--- config.mk ---
export PLATFORM = sky130hd
export DESIGN_NAME = info_element_tag_search
export DESIGN_NICKNAME = d
export VERILOG_FILES = /design/src/sv/iets_pkg.sv /design/src/sv/info_element_tag_search.sv
export SDC_FILE = /design/constraint.sdc
export NUM_CORES = 1
export LEC_CHECK = 0
export ABC_CLOCK_PERIOD_IN_PS = 17300
export BUFFER_PORTS_ARGS = -buffer_cell sky130_fd_sc_hd__buf_4
export CAP_MARGIN = 0
export CORE_UTILIZATION = 55
export CTS_BUF_LIST = sky130_fd_sc_hd__clkbuf_8
export DETAILED_ROUTE_END_ITERATION = 12
export PLACE_DENSITY = 0.75
export SYNTH_ARGS = -nofsm -noshare
export SYNTH_HDL_FRONTEND = slang
export SYNTH_SLANG_ARGS = --single-unit
--- constraint.sdc ---
create_clock -name clk -period 17.3 [get_ports clk]
set_clock_uncertainty 0.05 [all_clocks]
set_input_delay 0.865 -clock clk [delete_from_list [all_inputs] [get_ports clk]]
set_output_delay 0.865 -clock clk [all_outputs]
set_load 0.03 [all_outputs]
--- src/sv/iets_pkg.sv ---
// shared types and constants for the information element tag search
`default_nettype none

package iets_pkg;

  // largest area length honored, longer areas are clipped to it
  localparam int MAX_AREA_BYTES = 4095;

  // clip limit as a 12-bit value, at most the field range
  localparam logic [11:0] AREA_CAP =
    12'(MAX_AREA_BYTES > 4095 ? 4095 : MAX_AREA_BYTES);

  // byte position saturates here
  localparam logic [11:0] POS_MAX = 12'hFFF;

  // scan phases
  typedef enum logic [2:0] {
    PH_IDLE   = 3'd0,
    PH_NUMBER = 3'd1,
    PH_LENGTH = 3'd2,
    PH_DATA   = 3'd3,
    PH_DONE   = 3'd4
  } phase_t;

  // result kinds
  typedef enum logic [1:0] {
    KIND_DATA  = 2'd0,
    KIND_EMPTY = 2'd1,
    KIND_NONE  = 2'd2
  } kind_t;

endpackage

`default_nettype wire

--- src/sv/info_element_tag_search.sv ---
// top level of the information element tag search
`default_nettype none

// Walks an 802.11 tagged-parameter area one byte word per cycle and passes out
// the data bytes of the first element whose number equals the configured tag
// and whose length fits in the rest of the area. A new area begins on a word
// with in_tuser high; its length is taken from that word. Each accepted word
// is handled by a compare and a 14-bit add in front of the output register,
// so one word is taken every clock, and a result is registered there and appears
// in the cycle after the word that causes it. The output register is the only
// buffer: input is held off only while a result sits there and out_tready is low.
// A zero-length match gives one word of kind empty on its length byte, and an
// area without a usable match gives one word of kind not-found, on the length
// byte of the last element looked at or on the start word of a short area.
module info_element_tag_search (
  input  wire logic        clk,
  input  wire logic        rst_n,
  // configuration
  input  wire logic        cfg_wr_en,
  input  wire logic [7:0]  cfg_wr_data,   // wanted_tag
  // input stream
  input  wire logic        in_tvalid,
  output logic             in_tready,
  input  wire logic [23:0] in_tdata,      // area_byte[7:0], area_length[19:8], zero pad
  input  wire logic        in_tuser,      // area_start
  // result stream
  output logic             out_tvalid,
  input  wire logic        out_tready,
  output logic [31:0]      out_tdata,     // element_byte[7:0], element_length[15:8],
                                          // element_offset[27:16], zero pad
  output logic [1:0]       out_tuser,     // result_kind
  output logic             out_tlast      // element_last
);

  // configuration register
  logic [7:0] wanted_tag_r;

  // scan state
  iets_pkg::phase_t phase_r, phase_nxt;
  logic [11:0] pos_r, pos_nxt;
  logic [11:0] nha_r, nha_nxt;
  logic        matched_r, matched_nxt;
  logic [7:0]  rem_r, rem_nxt;
  logic [7:0]  flen_r, flen_nxt;
  logic [11:0] foff_r, foff_nxt;
  logic [11:0] hal_r, hal_nxt;

  // output register
  logic        out_valid_r;
  logic [7:0]  out_byte_r, out_len_r;
  logic [11:0] out_off_r;
  logic [1:0]  out_kind_r;
  logic        out_last_r;

  // field unpacking
  logic [7:0]  in_byte;
  logic [11:0] in_alen;
  logic        in_start;
  logic        accept;

  assign in_byte  = in_tdata[7:0];
  assign in_alen  = in_tdata[19:8];
  assign in_start = in_tuser;

  assign in_tready = !out_valid_r || out_tready;
  assign accept    = in_tvalid && in_tready;

  // per-word helpers
  logic [11:0] alen_clip;
  logic        area_short;
  logic [11:0] pos_inc;
  logic [11:0] room;
  logic        hit;
  logic [13:0] nxt_w;
  logic        end_hit;
  logic [7:0]  rem_dec;
  logic        tag_eq;

  assign alen_clip  = (in_alen > iets_pkg::AREA_CAP) ? iets_pkg::AREA_CAP : in_alen;
  assign area_short = !(alen_clip > 12'd2);
  assign pos_inc    = (pos_r < iets_pkg::POS_MAX) ? pos_r + 12'd1 : pos_r;
  assign room       = hal_r - nha_r - 12'd2;
  assign hit        = matched_r && ({4'd0, in_byte} <= room);
  assign nxt_w      = {2'd0, nha_r} + 14'd2 + {6'd0, in_byte};
  assign end_hit    = (nxt_w + 14'd2) >= {2'd0, hal_r};
  assign rem_dec    = (rem_r != 8'd0) ? rem_r - 8'd1 : rem_r;
  assign tag_eq     = (in_byte == wanted_tag_r);

  // next phase
  always_comb begin
    phase_nxt = phase_r;
    if (accept) begin
      if (in_start) begin
        phase_nxt = area_short ? iets_pkg::PH_DONE : iets_pkg::PH_LENGTH;
      end else begin
        unique case (phase_r)
          iets_pkg::PH_NUMBER: begin
            if (pos_inc == nha_r) phase_nxt = iets_pkg::PH_LENGTH;
          end
          iets_pkg::PH_LENGTH: begin
            if (hit) begin
              phase_nxt = (in_byte == 8'd0) ? iets_pkg::PH_DONE : iets_pkg::PH_DATA;
            end else begin
              phase_nxt = end_hit ? iets_pkg::PH_DONE : iets_pkg::PH_NUMBER;
            end
          end
          iets_pkg::PH_DATA: begin
            if (rem_dec == 8'd0) phase_nxt = iets_pkg::PH_DONE;
          end
          default: phase_nxt = phase_r;
        endcase
      end
    end
  end

  // datapath and result
  logic        res_valid;
  logic [1:0]  res_kind;
  logic [7:0]  res_byte, res_len;
  logic [11:0] res_off;
  logic        res_last;

  always_comb begin
    pos_nxt     = pos_r;
    nha_nxt     = nha_r;
    matched_nxt = matched_r;
    rem_nxt     = rem_r;
    flen_nxt    = flen_r;
    foff_nxt    = foff_r;
    hal_nxt     = hal_r;
    res_valid   = 1'b0;
    res_kind    = iets_pkg::KIND_NONE;
    res_byte    = 8'd0;
    res_len     = 8'd0;
    res_off     = 12'd0;
    res_last    = 1'b0;
    if (accept) begin
      if (in_start) begin
        hal_nxt     = alen_clip;
        pos_nxt     = 12'd0;
        nha_nxt     = 12'd0;
        rem_nxt     = 8'd0;
        flen_nxt    = 8'd0;
        foff_nxt    = 12'd0;
        matched_nxt = !area_short && tag_eq;
        // short area: not found at once
        res_valid   = area_short;
      end else if (phase_r != iets_pkg::PH_IDLE && phase_r != iets_pkg::PH_DONE) begin
        pos_nxt = pos_inc;
        case (phase_r)
          iets_pkg::PH_NUMBER: begin
            if (pos_inc == nha_r) matched_nxt = tag_eq;
          end
          iets_pkg::PH_LENGTH: begin
            if (hit) begin
              flen_nxt = in_byte;
              foff_nxt = nha_r;
              rem_nxt  = in_byte;
              // zero-length match
              if (in_byte == 8'd0) begin
                res_valid = 1'b1;
                res_kind  = iets_pkg::KIND_EMPTY;
                res_off   = nha_r;
              end
            end else if (end_hit) begin
              res_valid = 1'b1;
            end else begin
              nha_nxt = nxt_w[11:0];
            end
          end
          iets_pkg::PH_DATA: begin
            rem_nxt   = rem_dec;
            res_valid = 1'b1;
            res_kind  = iets_pkg::KIND_DATA;
            res_byte  = in_byte;
            res_last  = (rem_r == 8'd1);
            res_len   = flen_r;
            res_off   = foff_r;
          end
          default: begin
            pos_nxt = pos_inc;
          end
        endcase
      end
    end
  end

  // state registers
  always_ff @(posedge clk) begin
    if (!rst_n) begin
      wanted_tag_r <= 8'd0;
      phase_r      <= iets_pkg::PH_IDLE;
      pos_r        <= 12'd0;
      nha_r        <= 12'd0;
      matched_r    <= 1'b0;
      rem_r        <= 8'd0;
      flen_r       <= 8'd0;
      foff_r       <= 12'd0;
      hal_r        <= 12'd0;
      out_valid_r  <= 1'b0;
    end else begin
      if (cfg_wr_en) wanted_tag_r <= cfg_wr_data;
      phase_r   <= phase_nxt;
      pos_r     <= pos_nxt;
      nha_r     <= nha_nxt;
      matched_r <= matched_nxt;
      rem_r     <= rem_nxt;
      flen_r    <= flen_nxt;
      foff_r    <= foff_nxt;
      hal_r     <= hal_nxt;
      if (accept) begin
        out_valid_r <= res_valid;
      end else if (out_tready) begin
        out_valid_r <= 1'b0;
      end
    end
  end

  // output payload
  always_ff @(posedge clk) begin
    if (accept && res_valid) begin
      out_kind_r <= res_kind;
      out_byte_r <= res_byte;
      out_last_r <= res_last;
      out_len_r  <= res_len;
      out_off_r  <= res_off;
    end
  end

  assign out_tvalid = out_valid_r;
  assign out_tdata  = {4'd0, out_off_r, out_len_r, out_byte_r};
  assign out_tuser  = out_kind_r;
  assign out_tlast  = out_last_r;

endmodule

`default_nettype wire
==> impl_summary.md <==
Logic synthesis
The share of the Yosys chip area taken by registers is 34.8%. The total of flip-flops plus latches after synthesis is approximately 110. Multiplexer cells account for ~1.7% of the synthesized area. Of the total synthesized cell area, the portion taken by full adders, half adders and majority gates is 11.5%. By area, the combinational part of the netlist is dominated by compound AO/OA/AOI/OAI gates.

The number of synthesis warnings is 0. The number of distinct library cells after synthesis is 80. In the synthesized netlist the dominant register cell turns out to be sky130_fd_sc_hd__dfxtp_1.

The post-synthesis instance area is between 7000 and 8000 µm². The mean instance size in the synthesized netlist is between 8 and 9 µm². The share of synthesized cell area in and, or, nand and nor gates is between 10% and 20%. In the synthesized netlist, the number of instances is ~800. Summing the areas of all compound-gate instances in the mapped netlist gives ~23% of the synthesized area. Counting flops with an async set or reset pin after synthesis yields a share of 0%. Yosys mapped a number of flops with a built-in enable equal to 31. The synthesized netlist devotes approximately 5.3% of its cell area to XOR and XNOR gates.

Setup path
The signal arrival time at the worst endpoint is around 6500 ps. STA puts the critical path data required time at roughly 17000 ps. The startpoint type of the worst setup path is a register.

The worst setup path is captured at a register. The critical-path maximum fanout is 17. The critical path is of the reg -> reg type.

STA
The maximum clock frequency is 0.155 GHz. The actual slew at the worst max-slew pin is 1140 ps. The number of max-slew violations in the final report is 0. The setup slack after layout is approximately 11000 ps. The final cycle utilization of the critical path is between 30% and 40%. The clock period minus final worst setup slack is roughly 6400 ps. In this run the tightest slew margin relative to its limit is 22.7%. The final hold violation count is 0. Setup repair after global routing left no endpoint under its margin. The number of failing setup endpoints in the final timing report is 0. Adding up every negative setup slack in the final design gives 0 ps.

Floorplanning
The overall die area is 13400 µm². From bottom edge to top edge, the die measures between 100 and 150 µm. For this configuration, the core starts out at a cell density of 56.3%.

The placeable core area is roughly 13000 µm². In this run the core area contains 41 standard-cell rows. The die extent in x is about 120 µm.

The top-level I/O count is 75.

Global route
The first-pass GRT wire length is a little under 30000 µm. The number of global-route vias before repair is 5929. Entering global routing, the biggest net connects 29 pins. Global routing used approximately 29% of the available tracks. For this run the aggregate overflow at the end of global routing stands at 0. The initial antenna violation count is 0.

Detailed routing
The vias per cell is 6.16. Dividing the detail-routed wire length by the instance count gives roughly 18 µm. The total length of routed met3 wires is 1270 µm. Wire segments on met2 add up to ~8600 µm in the final route.

The detailed router placed roughly 6300 vias in this run. The number of nets still failing antenna checks after routing is 0. The count of unresolved DRC violations after routing is 0. For this block, wires on met1 add up to roughly 8000 µm.

The DRC violation total after the first TritonRoute iteration is 594. The highest routing layer actually used is met4. The first-pass detailed-route iteration total is 6. The sum of routed wire length over all layers is approximately 18000 µm.

Power and ir drop
The maximum VDD drop is approximately 46 µV. The reported leakage power is 3.29 nW. The power density over the cells is between 60 and 70 nW/µm².

Clocking
The buffer levels on the longest clock path is 2. The clock root buffer is sky130_fd_sc_hd__clkbuf_8. The H-tree generated during clock tree synthesis spans 3 levels.

After clock tree synthesis, the flow added hold-fix buffers numbering 0. The clock tree from TritonCTS is yes. After clock tree synthesis, the repair step resized 0 gates. In this run the post-CTS setup repair buffer count came out at 0.

Clock-pin slew was measured on the worst setup and hold paths at between 100 and 150 ps. Clock tree synthesis inserted a total of 9 buffers. The number of sinks handled by clock tree synthesis is about 110. The later-pin clock latency in the skew report is between 300 and 400 ps.

Final layout
For this run, the post-layout net count is ~950. Once layout is complete, the cells apart from fillers number between 1000 and 1500. The post-route netlist has between 10 and 15% of its cells at a drive strength greater than 1. Compared with the post-synthesis result, the final layout area differs by 11.4%. The repair_antennas step left the layout with diodes totalling 0.

The post-route cell area is around 8000 µm².

Placement
The HPWL after detailed placement is around 14000 µm. The placed instance count is just over 1000. Before CTS, the worst setup slack after placement is 10600 ps.

The weighted congestion reported at the end of routability-driven placement is around 0.96. Input and output buffers added on the ports amount to 66. Once placement finished, the instance area stood at roughly 7700 µm².

Flow run
The number of maximum-capacitance constraint violations is 0.

Status
The run finished with clean final reports.

Min path
The worst hold path class is reg -> reg.
synthesized netlist by cell type, types with 7 or more instances:
| library cell | instances | area (µm²) |
|---|---|---|
| sky130_fd_sc_hd__a31oi_1 | 9 | 56.3 |
| sky130_fd_sc_hd__xor2_1 | 18 | 158 |
| sky130_fd_sc_hd__a211oi_1 | 8 | 60.1 |
| sky130_fd_sc_hd__dfxtp_1 | 77 | 1540 |
| sky130_fd_sc_hd__nor3_1 | 17 | 85.1 |
| sky130_fd_sc_hd__a21o_1 | 9 | 67.6 |
| sky130_fd_sc_hd__clkbuf_1 | 25 | 93.8 |
| sky130_fd_sc_hd__nand2_1 | 59 | 221 |
| sky130_fd_sc_hd__nand3_1 | 14 | 70.1 |
| sky130_fd_sc_hd__nand2b_1 | 10 | 62.6 |
| sky130_fd_sc_hd__nor2_1 | 62 | 233 |
| sky130_fd_sc_hd__or3_1 | 8 | 50.1 |
| sky130_fd_sc_hd__o21ai_0 | 24 | 120 |
| sky130_fd_sc_hd__and3_1 | 23 | 144 |
| sky130_fd_sc_hd__ha_1 | 62 | 776 |
| sky130_fd_sc_hd__mux2i_1 | 11 | 110 |
| sky130_fd_sc_hd__o2bb2ai_1 | 7 | 61.3 |
| sky130_fd_sc_hd__edfxtp_1 | 31 | 931 |
| sky130_fd_sc_hd__a22o_1 | 42 | 368 |
| sky130_fd_sc_hd__inv_1 | 65 | 244 |
| sky130_fd_sc_hd__xnor2_1 | 25 | 219 |
| sky130_fd_sc_hd__a21oi_1 | 54 | 270 |
| sky130_fd_sc_hd__nor4_1 | 13 | 81.3 |
cells in the final DEF (no fill, tap or decap), drive strengths merged, types with 5 or more instances in the layout:
cell / n
a2111oi: 5
a211o: 5
a211oi: 9
a21o: 9
a21oi: 55
a22o: 42
a22oi: 5
a31oi: 9
and3: 23
buf: 71
clkbuf: 9
dfxtp: 77
edfxtp: 31
ha: 62
inv: 68
mux2i: 11
nand2: 59
nand2b: 10
nand3: 14
nand4: 5
nor2: 62
nor2b: 5
nor3: 17
nor4: 13
o211ai: 6
o21a: 6
o21ai: 26
o2bb2ai: 7
o31ai: 5
or3: 10
or4: 7
xnor2: 25
xor2: 18
metrics by stage:
stage               total power, mW  util [%]  hold WS (ps)
CTS                           0.541      62.7           414
detailed placement            0.379      61.0           399
finish                        0.539      62.7           411
floorplan                     0.348         -           386
global route                  0.564      62.7           448
global placement              0.375      61.0           396
cells by family after synthesis:
family | after synthesis
mux | 12
xor+xnor | 43
other cells | 1
flops | 108
fa+ha+maj | 64
simple gates | 245
compound gates | 226
buf+inv | 102
cell type report:
class	count	area (µm²)
fillers	1104	4710
inverters	66	248
multi-input cells	594	4230
repair buffers	71	533
clock inverters	7	82.6
well taps	172	215
clock buffers	9	124
flip-flops and latches	108	2470
flip-flops by register name, summed over array words and instances (netlist names), 8 cells and up:
| name | count |
|---|---|
| wanted_tag_r | 8 |
| pos_r | 12 |
| out_len_r | 8 |
| out_off_r | 12 |
| nha_r | 12 |
| rem_r | 8 |
| foff_r | 12 |
| out_byte_r | 8 |
| hal_r | 12 |
| flen_r | 8 |
metal layers:
layer	up-vias	global-route usage (%)
met3	40	5.70
met5	-	0
li1	3051	-
met2	260	47.9
met1	2971	36.9
met4	0	11.0
final timing paths:
kind                     startpoint                          end  slack (ps)  cells after the start
max           nha_r[1]$_SDFFE_PN0P_  out_byte_r[2]$_SDFFCE_PP0P_       10860                     22
max reg2reg   nha_r[1]$_SDFFE_PN0P_  out_byte_r[2]$_SDFFCE_PP0P_       10860                     22
min reg2reg  hal_r[10]$_SDFFE_PN0P_       hal_r[10]$_SDFFE_PN0P_         410                      2
min          hal_r[10]$_SDFFE_PN0P_       hal_r[10]$_SDFFE_PN0P_         410                      2
power breakdown:
| part | switching, mW | leakage, nW | internal, mW |
|---|---|---|---|
| clock network | 0.0945 | 0.105 | 0.0696 |
| logic | 0.0632 | 2.28 | 0.0431 |
| registers | 0.00454 | 0.896 | 0.264 |
| total | 0.162 | 3.29 | 0.377 |
critical path, stage by stage, from the launching register on:
cell and delay (ps):
sky130_fd_sc_hd__dfxtp_1 540, sky130_fd_sc_hd__inv_1 210, sky130_fd_sc_hd__ha_1 310, sky130_fd_sc_hd__inv_1 50
sky130_fd_sc_hd__ha_1 210, sky130_fd_sc_hd__inv_1 70, sky130_fd_sc_hd__fa_1 400, sky130_fd_sc_hd__xnor2_1 440
sky130_fd_sc_hd__nand3_1 200, sky130_fd_sc_hd__a211oi_1 340, sky130_fd_sc_hd__o2111ai_1 240, sky130_fd_sc_hd__nor3b_2 400
sky130_fd_sc_hd__xnor2_1 130, sky130_fd_sc_hd__ha_1 220, sky130_fd_sc_hd__a2111oi_0 410, sky130_fd_sc_hd__o21a_1 180
sky130_fd_sc_hd__o31ai_1 80, sky130_fd_sc_hd__o221ai_1 230, sky130_fd_sc_hd__nand2_1 150, sky130_fd_sc_hd__a2111o_1 450
sky130_fd_sc_hd__a31oi_1 350, sky130_fd_sc_hd__nor2_2 240, sky130_fd_sc_hd__buf_4 270
Power figures use the tool's default switching activity.
